`src/tpag_pkg.sv`:
```
`timescale 1ns / 1ps
`default_nettype none
// ----------------------------------------------------------------------------
// Tensor permute address generator package
// Shared widths, register map and reset values.
// ----------------------------------------------------------------------------
package tpag_pkg;

  localparam int unsigned NUM_AXES   = 4;
  localparam int unsigned AXIS_SEL_W = 2;
  localparam int unsigned EXTENT_W   = 7;
  localparam int unsigned ORDER_W    = 8;
  localparam int unsigned OFFSET_W   = 24;
  localparam int unsigned CFG_IDX_W  = 3;
  localparam int unsigned CFG_DATA_W = 8;

  localparam logic [EXTENT_W-1:0] EXTENT_RESET     = 7'd1;
  // Identity on axis 0, then axes 2, 3, 1.
  localparam logic [ORDER_W-1:0]  AXIS_ORDER_RESET = 8'd120;

  typedef enum logic [CFG_IDX_W-1:0] {
    REG_EXTENT_0   = 3'd0,
    REG_EXTENT_1   = 3'd1,
    REG_EXTENT_2   = 3'd2,
    REG_EXTENT_3   = 3'd3,
    REG_AXIS_ORDER = 3'd4
  } cfg_reg_e;

endpackage
`default_nettype wire

```
`src/tpag_odometer.sv`:
```
`timescale 1ns / 1ps
`default_nettype none
// ----------------------------------------------------------------------------
// Coordinate odometer
// Holds the four coordinates, presents the current element and steps the
// walk by one element per transaction, innermost axis fastest.
// ----------------------------------------------------------------------------
module tpag_odometer
  import tpag_pkg::*;
#(
  parameter int unsigned CW = 6,
  parameter int unsigned EW = 7
) (
  input  wire logic                             clk_i,
  input  wire logic                             rst_ni,
  input  wire logic                             step_i,
  input  wire logic                             restart_i,
  input  wire logic [NUM_AXES-1:0][EW-1:0]      ext_i,
  output logic      [NUM_AXES-1:0][CW-1:0]      pos_o,
  output logic                                  last_o
);

  logic [NUM_AXES-1:0][CW-1:0] coord_q, coord_d;
  logic [NUM_AXES-1:0][CW-1:0] next_pos;
  logic                        carry;

  // Clear on restart, then ripple the carry from the innermost digit
  always_comb begin
    logic [EW:0] inc;
    pos_o    = restart_i ? '0 : coord_q;
    next_pos = pos_o;
    carry    = 1'b1;
    inc      = '0;
    for (int i = NUM_AXES - 1; i >= 0; i--) begin
      inc = (EW + 1)'(pos_o[i]) + (EW + 1)'(1);
      if (carry) begin
        if (inc < (EW + 1)'(ext_i[i])) begin
          next_pos[i] = CW'(inc);
          carry       = 1'b0;
        end else begin
          next_pos[i] = '0;
        end
      end
    end
    last_o  = carry;
    coord_d = step_i ? next_pos : coord_q;
  end

  always_ff @(posedge clk_i or negedge rst_ni) begin
    if (!rst_ni) begin
      coord_q <= '0;
    end else begin
      coord_q <= coord_d;
    end
  end

endmodule
`default_nettype wire

```
`src/tpag_cell.sv`:
```
`timescale 1ns / 1ps
`default_nettype none
// ----------------------------------------------------------------------------
// Offset cell
// One Horner step of the row-major offset for source and destination:
// acc = acc * extent + coordinate, registered, with a valid/ready stage.
// ----------------------------------------------------------------------------
module tpag_cell
  import tpag_pkg::*;
#(
  parameter int unsigned CW  = 6,
  parameter int unsigned EW  = 7,
  parameter int unsigned IDX = 0
) (
  input  wire logic                           clk_i,
  input  wire logic                           rst_ni,
  input  wire logic                           in_valid_i,
  output logic                                in_ready_o,
  input  wire logic [OFFSET_W-1:0]            src_acc_i,
  input  wire logic [OFFSET_W-1:0]            dst_acc_i,
  input  wire logic [NUM_AXES-1:0][CW-1:0]    src_pos_i,
  input  wire logic [NUM_AXES-1:0][CW-1:0]    dst_pos_i,
  input  wire logic                           last_i,
  input  wire logic [EW-1:0]                  src_ext_i,
  input  wire logic [EW-1:0]                  dst_ext_i,
  output logic                                out_valid_o,
  input  wire logic                           out_ready_i,
  output logic      [OFFSET_W-1:0]            src_acc_o,
  output logic      [OFFSET_W-1:0]            dst_acc_o,
  output logic      [NUM_AXES-1:0][CW-1:0]    src_pos_o,
  output logic      [NUM_AXES-1:0][CW-1:0]    dst_pos_o,
  output logic                                last_o
);

  logic                          valid_q;
  logic [OFFSET_W-1:0]           src_acc_q, src_acc_d;
  logic [OFFSET_W-1:0]           dst_acc_q, dst_acc_d;
  logic [NUM_AXES-1:0][CW-1:0]   src_pos_q, dst_pos_q;
  logic                          last_q;
  logic [OFFSET_W+EW-1:0]        src_prod, dst_prod;
  logic                          load;

  assign in_ready_o = !valid_q || out_ready_i;
  assign load       = in_valid_i && in_ready_o;

  // Scale by this axis's extent and add this axis's coordinate
  assign src_prod  = (OFFSET_W + EW)'(src_acc_i) * (OFFSET_W + EW)'(src_ext_i);
  assign dst_prod  = (OFFSET_W + EW)'(dst_acc_i) * (OFFSET_W + EW)'(dst_ext_i);
  assign src_acc_d = src_prod[OFFSET_W-1:0] + OFFSET_W'(src_pos_i[IDX]);
  assign dst_acc_d = dst_prod[OFFSET_W-1:0] + OFFSET_W'(dst_pos_i[IDX]);

  // Hold valid while stalled
  always_ff @(posedge clk_i or negedge rst_ni) begin
    if (!rst_ni) begin
      valid_q <= 1'b0;
    end else if (in_ready_o) begin
      valid_q <= in_valid_i;
    end
  end

  // Capture payload on each transaction
  always_ff @(posedge clk_i) begin
    if (load) begin
      src_acc_q <= src_acc_d;
      dst_acc_q <= dst_acc_d;
      src_pos_q <= src_pos_i;
      dst_pos_q <= dst_pos_i;
      last_q    <= last_i;
    end
  end

  assign out_valid_o = valid_q;
  assign src_acc_o   = src_acc_q;
  assign dst_acc_o   = dst_acc_q;
  assign src_pos_o   = src_pos_q;
  assign dst_pos_o   = dst_pos_q;
  assign last_o      = last_q;

endmodule
`default_nettype wire

```
`src/tensor_permute_address_generator.sv`:
```
`timescale 1ns / 1ps
`default_nettype none
// ----------------------------------------------------------------------------
// Tensor permute address generator
// Source and destination offsets for a rank-4 row-major axis permutation.
// ----------------------------------------------------------------------------
// Each request transaction returns one address pair: the source offset of the
// current element, its offset in the permuted tensor, and tlast on the final
// element of the walk, after which the walk wraps to the origin. A request
// with restart set starts from the origin. One request is taken every cycle
// while the chain is not stalled; each result passes through the chain of
// four registered multiply-add cells (one per axis). Back-pressure on
// the result side stalls the chain; empty cells still take new requests.
// Registers may be written only while no request is in flight.
// ----------------------------------------------------------------------------
module tensor_permute_address_generator
  import tpag_pkg::*;
#(
  parameter int unsigned MAX_EXTENT = 64
) (
  input  wire logic                   clk_i,
  input  wire logic                   rst_ni,
  // configuration write channel
  input  wire logic                   cfg_valid_i,
  output logic                        cfg_ready_o,
  input  wire logic [CFG_IDX_W-1:0]   cfg_index_i,
  input  wire logic [CFG_DATA_W-1:0]  cfg_data_i,
  // request stream
  input  wire logic                   s_axis_tvalid,
  output logic                        s_axis_tready,
  input  wire logic [7:0]             s_axis_tdata,  // [0] restart, [7:1] zero
  // address pair stream
  output logic                        m_axis_tvalid,
  input  wire logic                   m_axis_tready,
  output logic [2*OFFSET_W-1:0]       m_axis_tdata,  // [23:0] source_offset,
                                                     // [47:24] dest_offset
  output logic                        m_axis_tlast
);

  localparam int unsigned CW    = $clog2(MAX_EXTENT);
  localparam int unsigned EW    = $clog2(MAX_EXTENT + 1);
  localparam int unsigned CMP_W = (EW > EXTENT_W) ? EW : EXTENT_W;

  logic [NUM_AXES-1:0][EXTENT_W-1:0] extent_q;
  logic [ORDER_W-1:0]                order_q;
  logic [NUM_AXES-1:0][EW-1:0]       src_ext, dst_ext;
  logic [NUM_AXES-1:0][CW-1:0]       cur_pos, cur_dst_pos;
  logic                              cur_last;
  logic                              accept;

  // Cell chain links, index 0 is the request side
  logic                              chain_valid [NUM_AXES+1];
  logic                              chain_ready [NUM_AXES+1];
  logic [OFFSET_W-1:0]               chain_src   [NUM_AXES+1];
  logic [OFFSET_W-1:0]               chain_dst   [NUM_AXES+1];
  logic                              chain_last  [NUM_AXES+1];
  logic [NUM_AXES-1:0][CW-1:0]       chain_spos  [NUM_AXES];
  logic [NUM_AXES-1:0][CW-1:0]       chain_dpos  [NUM_AXES];

  // Configuration registers, unknown indexes dropped
  assign cfg_ready_o = 1'b1;

  always_ff @(posedge clk_i or negedge rst_ni) begin
    if (!rst_ni) begin
      extent_q <= {NUM_AXES{EXTENT_RESET}};
      order_q  <= AXIS_ORDER_RESET;
    end else if (cfg_valid_i) begin
      unique case (cfg_reg_e'(cfg_index_i))
        REG_EXTENT_0:   extent_q[0] <= cfg_data_i[EXTENT_W-1:0];
        REG_EXTENT_1:   extent_q[1] <= cfg_data_i[EXTENT_W-1:0];
        REG_EXTENT_2:   extent_q[2] <= cfg_data_i[EXTENT_W-1:0];
        REG_EXTENT_3:   extent_q[3] <= cfg_data_i[EXTENT_W-1:0];
        REG_AXIS_ORDER: order_q     <= cfg_data_i[ORDER_W-1:0];
        default: ;
      endcase
    end
  end

  // Clamp extents to 1..MAX_EXTENT and permute for the destination
  always_comb begin
    logic [CMP_W-1:0]      raw;
    logic [AXIS_SEL_W-1:0] sel;
    raw = '0;
    sel = '0;
    for (int i = 0; i < NUM_AXES; i++) begin
      raw = CMP_W'(extent_q[i]);
      if (raw == '0) begin
        src_ext[i] = EW'(1);
      end else if (raw > CMP_W'(MAX_EXTENT)) begin
        src_ext[i] = EW'(MAX_EXTENT);
      end else begin
        src_ext[i] = EW'(raw);
      end
    end
    for (int i = 0; i < NUM_AXES; i++) begin
      sel            = order_q[AXIS_SEL_W*i +: AXIS_SEL_W];
      dst_ext[i]     = src_ext[sel];
      cur_dst_pos[i] = cur_pos[sel];
    end
  end

  assign accept = s_axis_tvalid && s_axis_tready;

  tpag_odometer #(
    .CW (CW),
    .EW (EW)
  ) u_odometer (
    .clk_i     (clk_i),
    .rst_ni    (rst_ni),
    .step_i    (accept),
    .restart_i (s_axis_tdata[0]),
    .ext_i     (src_ext),
    .pos_o     (cur_pos),
    .last_o    (cur_last)
  );

  // Feed the chain from the request side
  assign chain_valid[0] = s_axis_tvalid;
  assign s_axis_tready  = chain_ready[0];
  assign chain_src[0]   = '0;
  assign chain_dst[0]   = '0;
  assign chain_last[0]  = cur_last;
  assign chain_spos[0]  = cur_pos;
  assign chain_dpos[0]  = cur_dst_pos;

  // One offset cell per axis, outermost first
  for (genvar k = 0; k < NUM_AXES; k++) begin : g_cell
    if (k < NUM_AXES - 1) begin : g_mid
      tpag_cell #(
        .CW  (CW),
        .EW  (EW),
        .IDX (k)
      ) u_cell (
        .clk_i       (clk_i),
        .rst_ni      (rst_ni),
        .in_valid_i  (chain_valid[k]),
        .in_ready_o  (chain_ready[k]),
        .src_acc_i   (chain_src[k]),
        .dst_acc_i   (chain_dst[k]),
        .src_pos_i   (chain_spos[k]),
        .dst_pos_i   (chain_dpos[k]),
        .last_i      (chain_last[k]),
        .src_ext_i   (src_ext[k]),
        .dst_ext_i   (dst_ext[k]),
        .out_valid_o (chain_valid[k+1]),
        .out_ready_i (chain_ready[k+1]),
        .src_acc_o   (chain_src[k+1]),
        .dst_acc_o   (chain_dst[k+1]),
        .src_pos_o   (chain_spos[k+1]),
        .dst_pos_o   (chain_dpos[k+1]),
        .last_o      (chain_last[k+1])
      );
    end else begin : g_end
      tpag_cell #(
        .CW  (CW),
        .EW  (EW),
        .IDX (k)
      ) u_cell (
        .clk_i       (clk_i),
        .rst_ni      (rst_ni),
        .in_valid_i  (chain_valid[k]),
        .in_ready_o  (chain_ready[k]),
        .src_acc_i   (chain_src[k]),
        .dst_acc_i   (chain_dst[k]),
        .src_pos_i   (chain_spos[k]),
        .dst_pos_i   (chain_dpos[k]),
        .last_i      (chain_last[k]),
        .src_ext_i   (src_ext[k]),
        .dst_ext_i   (dst_ext[k]),
        .out_valid_o (chain_valid[k+1]),
        .out_ready_i (chain_ready[k+1]),
        .src_acc_o   (chain_src[k+1]),
        .dst_acc_o   (chain_dst[k+1]),
        .src_pos_o   (),
        .dst_pos_o   (),
        .last_o      (chain_last[k+1])
      );
    end
  end

  // Drive the result stream from the last cell
  assign m_axis_tvalid            = chain_valid[NUM_AXES];
  assign chain_ready[NUM_AXES]    = m_axis_tready;
  assign m_axis_tdata             = {chain_dst[NUM_AXES], chain_src[NUM_AXES]};
  assign m_axis_tlast             = chain_last[NUM_AXES];

endmodule
`default_nettype wire

```
`config.mk`:
```
export PLATFORM = sky130hd
export DESIGN_NAME = tensor_permute_address_generator
export DESIGN_NICKNAME = d
export VERILOG_FILES = /design/src/tpag_pkg.sv /design/src/tpag_odometer.sv /design/src/tpag_cell.sv /design/src/tensor_permute_address_generator.sv
export SDC_FILE = /design/constraint.sdc
export NUM_CORES = 2
export LEC_CHECK = 0
export ABC_AREA = 1
export BUFFER_PORTS_ARGS = -buffer_cell sky130_fd_sc_hd__buf_2
export CAP_MARGIN = 20
export CELL_PAD_IN_SITES_DETAIL_PLACEMENT = 2
export CELL_PAD_IN_SITES_GLOBAL_PLACEMENT = 2
export CORE_ASPECT_RATIO = 0.7
export CORE_MARGIN = 4
export CORE_UTILIZATION = 45
export CTS_BUF_LIST = sky130_fd_sc_hd__clkbuf_8
export DETAILED_ROUTE_END_ITERATION = 6
export PLACE_DENSITY = 0.95
export SYNTH_ARGS = -nofsm -noshare
export SYNTH_HDL_FRONTEND = slang
export SYNTH_SLANG_ARGS = --single-unit
```
`constraint.sdc`:
```
create_clock -name clk_i -period 7.55 [get_ports clk_i]
set_input_delay 0.755 -clock clk_i [delete_from_list [all_inputs] [get_ports clk_i]]
set_output_delay 0.755 -clock clk_i [all_outputs]
set_load 0.01 [all_outputs]
```
-- After elaboration in Yosys (flattened, before gate mapping)
Cells that the tools add are included.
- $add $sub $neg: 10
- magnitude comparators: 12
- mux-type cells: 36
- equal/unequal tests: 4
- multipliers: 6
- reductions and logical operators: 22
- operator list (cell ; number):
    24-bit by 6-bit adder with 24-bit output ; 6
    24-bit by 7-bit multiplier with 24-bit output ; 4
    7-bit two-way mux ; 11
    6-bit two-way mux ; 11
    6-bit binary-select mux with 2-bit select ; 4
    7-bit binary-select mux with 2-bit select ; 3
    8-bit by 7-bit < comparator with 1-bit output ; 4
    6-bit by 1-bit adder with 7-bit output, second input constant ; 4
    7-bit greater-than comparator, second input constant ; 4
    7-bit logical NOT ; 4
    6-bit by 7-bit multiplier with 13-bit output ; 2
    24-bit two-way mux ; 1
    2-bit by 3-bit < comparator with 1-bit output, second input constant ; 4
    2-bit AND reduction ; 5
    3-bit by 2-bit equality test with 1-bit output, second input constant ; 2
    1-bit two-way mux ; 6
    1-bit logical AND ; 4
    1-bit logical NOT ; 4
    1-bit logical OR ; 4
    3-bit by 1-bit equality test with 1-bit output, second input constant ; 1
    3-bit equality test, second input constant ; 1
    3-bit logical NOT ; 1
- output and inout port bits: 52
- bits of input ports: 24
- logic and storage cells: 127
- bits in registers: 296

-- Logic depth before layout (Yosys ltp)
- depth after elaboration: 9
- depth in mapped cells: 29
- mapped depth without buffers: 29

-- By module
From an unflattened synthesis, not the netlist that was laid out.
- cells, all modules: 7740
- area, all modules: 59617.2 um^2
- modules (own cells, without submodules) (module ; area an instance (um^2) ; cells an instance ; sequential area each (um^2) ; instances):
    tpag_cell at g_cell[0].g_mid.u_cell ; 13526.7 ; 1716 ; 2937.8 ; 1
    tpag_cell at g_cell[3].g_end.u_cell ; 13519.2 ; 1702 ; 2937.8 ; 1
    tpag_cell at g_cell[2].g_mid.u_cell ; 13440.4 ; 1708 ; 2937.8 ; 1
    tpag_cell at g_cell[1].g_mid.u_cell ; 13417.9 ; 1696 ; 2937.8 ; 1
    tensor_permute_address_generator ; 3331.9 ; 554 ; 910.9 ; 1
    tpag_odometer ; 2381.0 ; 364 ; 600.6 ; 1

-- Worst setup path after synthesis
No wires, ideal clock.
- path type: reg-to-reg
- start: register order_q[4]
- end: register g_cell[2].g_mid.u_cell.dst_acc_q[15] (data pin)
- required time: 7.298 ns
- period minus slack after synthesis: 5.193 ns
- setup slack: 2.357 ns
- library setup time: 0.252 ns
- arrival time: 4.941 ns
- buffers on the path: 2
- stages on the path, launching flop included: 24
- path through: dfstp_2 > clkbuf_1 > clkbuf_1 > o221ai_1 > nand2_1 > inv_1 > nand2_1 > fa_1 > fa_1 > inv_1 > fa_1 > inv_1 > fa_1 > inv_1 > ha_1 > a21oi_1 > or2_0 > nand3_1 > a21boi_1 > o21ai_0 > a21oi_1 > o21ai_0 > nand2_1 > nand2_1
- cells in the longest elaborated chain, start to end: 4
- RTL lines (what ; line ; text):
    from (decl) ; tensor_permute_address_generator.sv:45 ; logic [ORDER_W-1:0] order_q;
    from (signal assigned) ; tensor_permute_address_generator.sv:73 ; REG_AXIS_ORDER: order_q <= cfg_data_i[ORDER_W-1:0];
    7-bit binary-select mux with 2-bit select ; tensor_permute_address_generator.sv:97 ; dst_ext[i] = src_ext[sel];
    7-bit two-way mux (implied by the code) ; tensor_permute_address_generator.sv:97 ;
    24-bit by 7-bit multiplier with 24-bit output ; tpag_cell.sv:48 ; assign dst_prod = (OFFSET_W + EW)'(dst_acc_i) * (OFFSET_W + EW)'(dst_ext_i);
    24-bit by 6-bit adder with 24-bit output ; tpag_cell.sv:50 ; assign dst_acc_d = dst_prod[OFFSET_W-1:0] + OFFSET_W'(dst_pos_i[IDX]);
    via g_cell[2].g_mid.u_cell.dst_acc_d[15] ; tpag_cell.sv:37 ; logic [OFFSET_W-1:0] dst_acc_q, dst_acc_d;
    to (signal assigned) ; tpag_cell.sv:65 ; dst_acc_q <= dst_acc_d;
    to (decl) ; tpag_cell.sv:37 ;
The timed path passes the listed nets, and every way through them passes these cells. The select of a mux whose other input is x is not followed.
A chain may end at the register's enable or synchronous reset.

-- Worst setup path after layout
- start: register order_q[4]
- end: register g_cell[2].g_mid.u_cell.dst_acc_q[20] (data pin)
Same word-level chain as after synthesis.

==> summary.md <==
For this run, the slowest stage of the critical path takes 0.85 ns. After routing, the total negative slack on setup checks comes to 0 ns. The tree built by TritonCTS fans out to 274 sinks.

The run gives 104000 µm as the detailed placer's ending HPWL. Broken down by cell family, the worst path's largest delay share belongs to adder cells. The first global-routing pass estimated 235000 µm of wire. The run gives 43.2% as the total routing resource utilization after global routing.

The total buffers and inverters traversed by the critical path is 8. After global routing the overflow that remains totals 0. Using the TritonRoute via totals, the vias-per-cell ratio works out to 6.29. The post-layout net count was 4349. The placeable core area came out at 68300 µm².

TritonCTS built the clock tree. The number of H-tree levels is 2, and the fraction of synthesis flops using an asynchronous set or reset pin is 23.4%. Counting the buffers created by CTS gives 51. Counting along the longest clock path gives a buffer depth of 3. The share of the clock period used by the worst path was 96.1%. For the pin with the worst max-slew slack, the measured transition is 1.17 ns.

For the clock insertion delay at the later pin of the skew report, the log shows 0.77 ns. The worst-path maximum fanout was 20. The worst setup path is launched from a flip-flop.

Setup repair after global routing left no endpoint under its margin. The number of slew-limit violations in the final report came out at 0. The clock transition time at the flip-flop clock pins of the worst setup and hold paths is 0.08 ns, and the Yosys warning count is 0.

The first routing iteration left 3743 violations. The critical path arrival was 7.73 ns; the sequential cell area fraction in the yosys report was 25.5%. The count of nets left with antenna violations once routing finished came out at 0.

In the synthesized netlist the dominant register cell turns out to be sky130_fd_sc_hd__edfxtp_1. After filler insertion, the fill cell instance count of the layout stands at 7551. The flow ran to the end, and the final reports show no timing, DRC or antenna violations.

The cell sitting at the root of the clock tree is a sky130_fd_sc_hd__clkbuf_8. Class of the tightest hold or removal check: input port to async pin. The area growth from synthesis to layout is 6.50%. The run gives 0 as the number of maximum-capacitance constraint violations.

Routability-driven placement finished with a final weighted congestion of 0.936. Yosys mapped a number of flops with a built-in enable equal to 210. The initialized floorplan defines 80 standard-cell rows.

Total length of routed wires: 158000 µm. The worst path in the final design needs a cycle of 7.26 ns, including I/O delays and setup. The endpoint required time on the critical path was 8.02 ns; the mean area per synthesized cell was 8.53 µm². In this run, synthesis produced a sequential element count of 274.

The die covers 73300 µm². Across all layers, the routed design uses 29008 vias. In this run, post-CTS hold repair placed 0 buffers. The die span in y was 228 µm; the top-level port count was 76. Based on the critical path, the design can be clocked at up to 138 MHz.

After detailed routing, the average wire length per cell comes to 34.3 µm. The run gives 0 as the number of antenna cells inserted. The worst slew slack as a fraction of its limit is 22.0%.

When the netlist entered floorplanning its net count stood at 4320. Effective utilization at floorplan: 45.5%. Counting every instance in the synthesized netlist gives 3640. The post-route DRC violation count was 0; the fraction of layout cells with a size suffix above 1 was 6.82%. The type of the setup path with the least slack is flip-flop to flip-flop. Via count of the first global-routing pass: 33085. Once the clock tree was built, the resizer swapped 0 gates to a different size. The count of final hold-check violations came out at 0.

The slowest cell on the critical path was sky130_fd_sc_hd__dfstp_2. The post-synthesis instance area is 31000 µm², and the first-pass iteration count of the detailed router is 5. After synthesis, the netlist uses 59 different library cells. The type of element capturing the critical path is a flip-flop. Buffers added to address setup during post-CTS repair amount to 0.

The final setup violation count was 0. Between clock sinks in the finished design, the worst skew comes to 0.0678 ns. In this run the tool buffered the top-level ports with 67 buffer cells. From left edge to right edge, the die measures 322 µm.

Entering global routing, the biggest net connects 85 pins. For the initial antenna violation count, the log shows 5.
## cell usage in the layout, fill, tap and decap left out, types with 6 or more instances in the layout
| cell type | count |
|---|---|
| sky130_fd_sc_hd__nand4_1 | 9 |
| sky130_fd_sc_hd__dfstp_2 | 8 |
| sky130_fd_sc_hd__o211ai_1 | 15 |
| sky130_fd_sc_hd__o221ai_1 | 7 |
| sky130_fd_sc_hd__o21bai_1 | 6 |
| sky130_fd_sc_hd__nand2_2 | 11 |
| sky130_fd_sc_hd__nor4_1 | 8 |
| sky130_fd_sc_hd__a21oi_1 | 134 |
| sky130_fd_sc_hd__buf_4 | 28 |
| sky130_fd_sc_hd__clkbuf_8 | 58 |
| sky130_fd_sc_hd__dfrtp_1 | 55 |
| sky130_fd_sc_hd__buf_2 | 67 |
| sky130_fd_sc_hd__fa_1 | 368 |
| sky130_fd_sc_hd__o21ai_1 | 26 |
| sky130_fd_sc_hd__inv_2 | 19 |
| sky130_fd_sc_hd__nor2_2 | 14 |
| sky130_fd_sc_hd__clkinv_1 | 11 |
| sky130_fd_sc_hd__xnor2_1 | 45 |
| sky130_fd_sc_hd__ha_1 | 288 |
| sky130_fd_sc_hd__inv_1 | 787 |
| sky130_fd_sc_hd__a31oi_1 | 8 |
| sky130_fd_sc_hd__nand3_1 | 81 |
| sky130_fd_sc_hd__nor3_1 | 7 |
| sky130_fd_sc_hd__o22ai_1 | 24 |
| sky130_fd_sc_hd__nand2_1 | 580 |
| sky130_fd_sc_hd__o21ai_0 | 151 |
| sky130_fd_sc_hd__nor2_1 | 530 |
| sky130_fd_sc_hd__edfxtp_1 | 210 |
| sky130_fd_sc_hd__a21o_1 | 8 |
| sky130_fd_sc_hd__xor2_1 | 75 |
## sequential cells by signal, summed over array words and instances (netlist names)
signal                           count
g_cell.g_mid.u_cell.src_pos_o       36
order_q                              8
u_odometer.coord_q                  24
g_cell.g_end.u_cell.last_o           1
extent_q                            28
g_cell.g_end.u_cell.src_acc_o       24
g_cell.g_mid.u_cell.out_valid_o      3
g_cell.g_mid.u_cell.last_o           3
g_cell.g_end.u_cell.dst_acc_o       24
g_cell.g_mid.u_cell.src_acc_o       43
g_cell.g_mid.u_cell.dst_pos_o       36
g_cell.g_mid.u_cell.dst_acc_o       43
g_cell.g_end.u_cell.out_valid_o      1
## cell type report
type / count / area (µm²) / share of cell area (%)
clock buffers: 58 / 798 / 2.41
clock inverters: 38 / 214 / 0.647
repair buffers: 96 / 566 / 1.71
well taps: 902 / 1130 / 3.41
multi-input cells: 2455 / 19500 / 58.8
inverters: 791 / 2980 / 9.01
flip-flops and latches: 274 / 7920 / 24.0
## path summary, 6_finish.rpt
kind	startpoint	to	slack, ns	depth (start not counted)
max	order_q[4]	g_cell[2].g_mid.u_cell.dst_acc_o[20]	0.29	27
min	rst_ni	u_odometer.coord_q[10]	0.25	2
max reg2reg	order_q[4]	g_cell[2].g_mid.u_cell.dst_acc_o[20]	0.29	27
min reg2reg	g_cell[1].g_mid.u_cell.src_pos_o[20]	g_cell[2].g_mid.u_cell.src_pos_o[20]	0.40	0
max in group asynchronous	rst_ni	extent_q[20]	6.53	2
min in group clk_i	s_axis_tvalid	g_cell[0].g_mid.u_cell.out_valid_o	0.35	3
## worst register-to-register path: cells and delay by family (launching register included)
kind | cells | cell delay (ns)
AO/OA/AOI/OAI | 3 | 0.74
flip-flops | 1 | 0.85
XOR/XNOR | 1 | 0.17
buffers and inverters | 8 | 1.52
adder cells (fa/ha/maj) | 5 | 2.32
AND/OR/NAND/NOR | 10 | 1.40
## logic make-up (layout without fill, tap and decap cells)
kind of cell | Yosys count | after routing | synth area share (%)
xor gates and xnor gates | 120 | 120 | 3.39
AOI/OAI and AO/OA | 403 | 403 | 7.25
adders and majority gates | 656 | 656 | 35.3
and+or+nand+nor | 1275 | 1275 | 16.6
buffers and inverters | 911 | 983 | 11.9
other | 1 | 1 | 0.0121
DFF | 274 | 274 | 25.5
## Yosys cell counts, types with 7 or more instances
| master | n | area (µm²) |
|---|---|---|
| sky130_fd_sc_hd__a21o_1 | 8 | 60.1 |
| sky130_fd_sc_hd__a21oi_1 | 134 | 671 |
| sky130_fd_sc_hd__a31oi_1 | 8 | 50.1 |
| sky130_fd_sc_hd__buf_1 | 7 | 26.3 |
| sky130_fd_sc_hd__buf_2 | 11 | 55.1 |
| sky130_fd_sc_hd__buf_4 | 49 | 368 |
| sky130_fd_sc_hd__buf_6 | 9 | 101 |
| sky130_fd_sc_hd__clkbuf_1 | 44 | 165 |
| sky130_fd_sc_hd__dfrtp_1 | 56 | 1400 |
| sky130_fd_sc_hd__dfstp_2 | 8 | 210 |
| sky130_fd_sc_hd__edfxtp_1 | 210 | 6310 |
| sky130_fd_sc_hd__fa_1 | 368 | 7370 |
| sky130_fd_sc_hd__ha_1 | 288 | 3600 |
| sky130_fd_sc_hd__inv_1 | 768 | 2880 |
| sky130_fd_sc_hd__inv_2 | 17 | 63.8 |
| sky130_fd_sc_hd__nand2_1 | 580 | 2180 |
| sky130_fd_sc_hd__nand2_2 | 11 | 68.8 |
| sky130_fd_sc_hd__nand3_1 | 81 | 405 |
| sky130_fd_sc_hd__nand4_1 | 9 | 56.3 |
| sky130_fd_sc_hd__nor2_1 | 532 | 2000 |
| sky130_fd_sc_hd__nor2_2 | 14 | 87.6 |
| sky130_fd_sc_hd__nor3_1 | 7 | 35.0 |
| sky130_fd_sc_hd__nor4_1 | 8 | 50.1 |
| sky130_fd_sc_hd__o211ai_1 | 15 | 113 |
| sky130_fd_sc_hd__o21ai_0 | 151 | 756 |
| sky130_fd_sc_hd__o21ai_1 | 26 | 130 |
| sky130_fd_sc_hd__o221ai_1 | 7 | 61.3 |
| sky130_fd_sc_hd__o22ai_1 | 24 | 150 |
| sky130_fd_sc_hd__xnor2_1 | 45 | 394 |
| sky130_fd_sc_hd__xor2_1 | 75 | 657 |
## routing by layer
layer / GRT usage, % / wire [µm] / vias to the layer above
met3: 12.6 / 16500 / 735
met2: 68.5 / 71700 / 2148
met5: 0 / 41 / -
met1: 53.3 / 59700 / 14850
li1: - / - / 11269
met4: 23.0 / 10300 / 6
## through the flow
stage | area (µm²) | instances | utilization (%) | setup WS, ns | hold slack, ns
after floorplan | 31000 | 3640 | - | 2.36 | 0.400
after global placement | 32000 | 4518 | 46.9 | 1.21 | 0.402
after detailed placement | 32000 | 4518 | 46.9 | 0.602 | 0.407
after CTS | 33100 | 4614 | 48.4 | 0.253 | 0.298
after global routing | 33100 | 4614 | 48.4 | 0.0375 | 0.337
final | 33100 | 4614 | 48.4 | 0.292 | 0.251
Power is left out: the tool's default activity adds up to more than one toggle a clock period on the data nets, which glitch-free logic cannot reach.
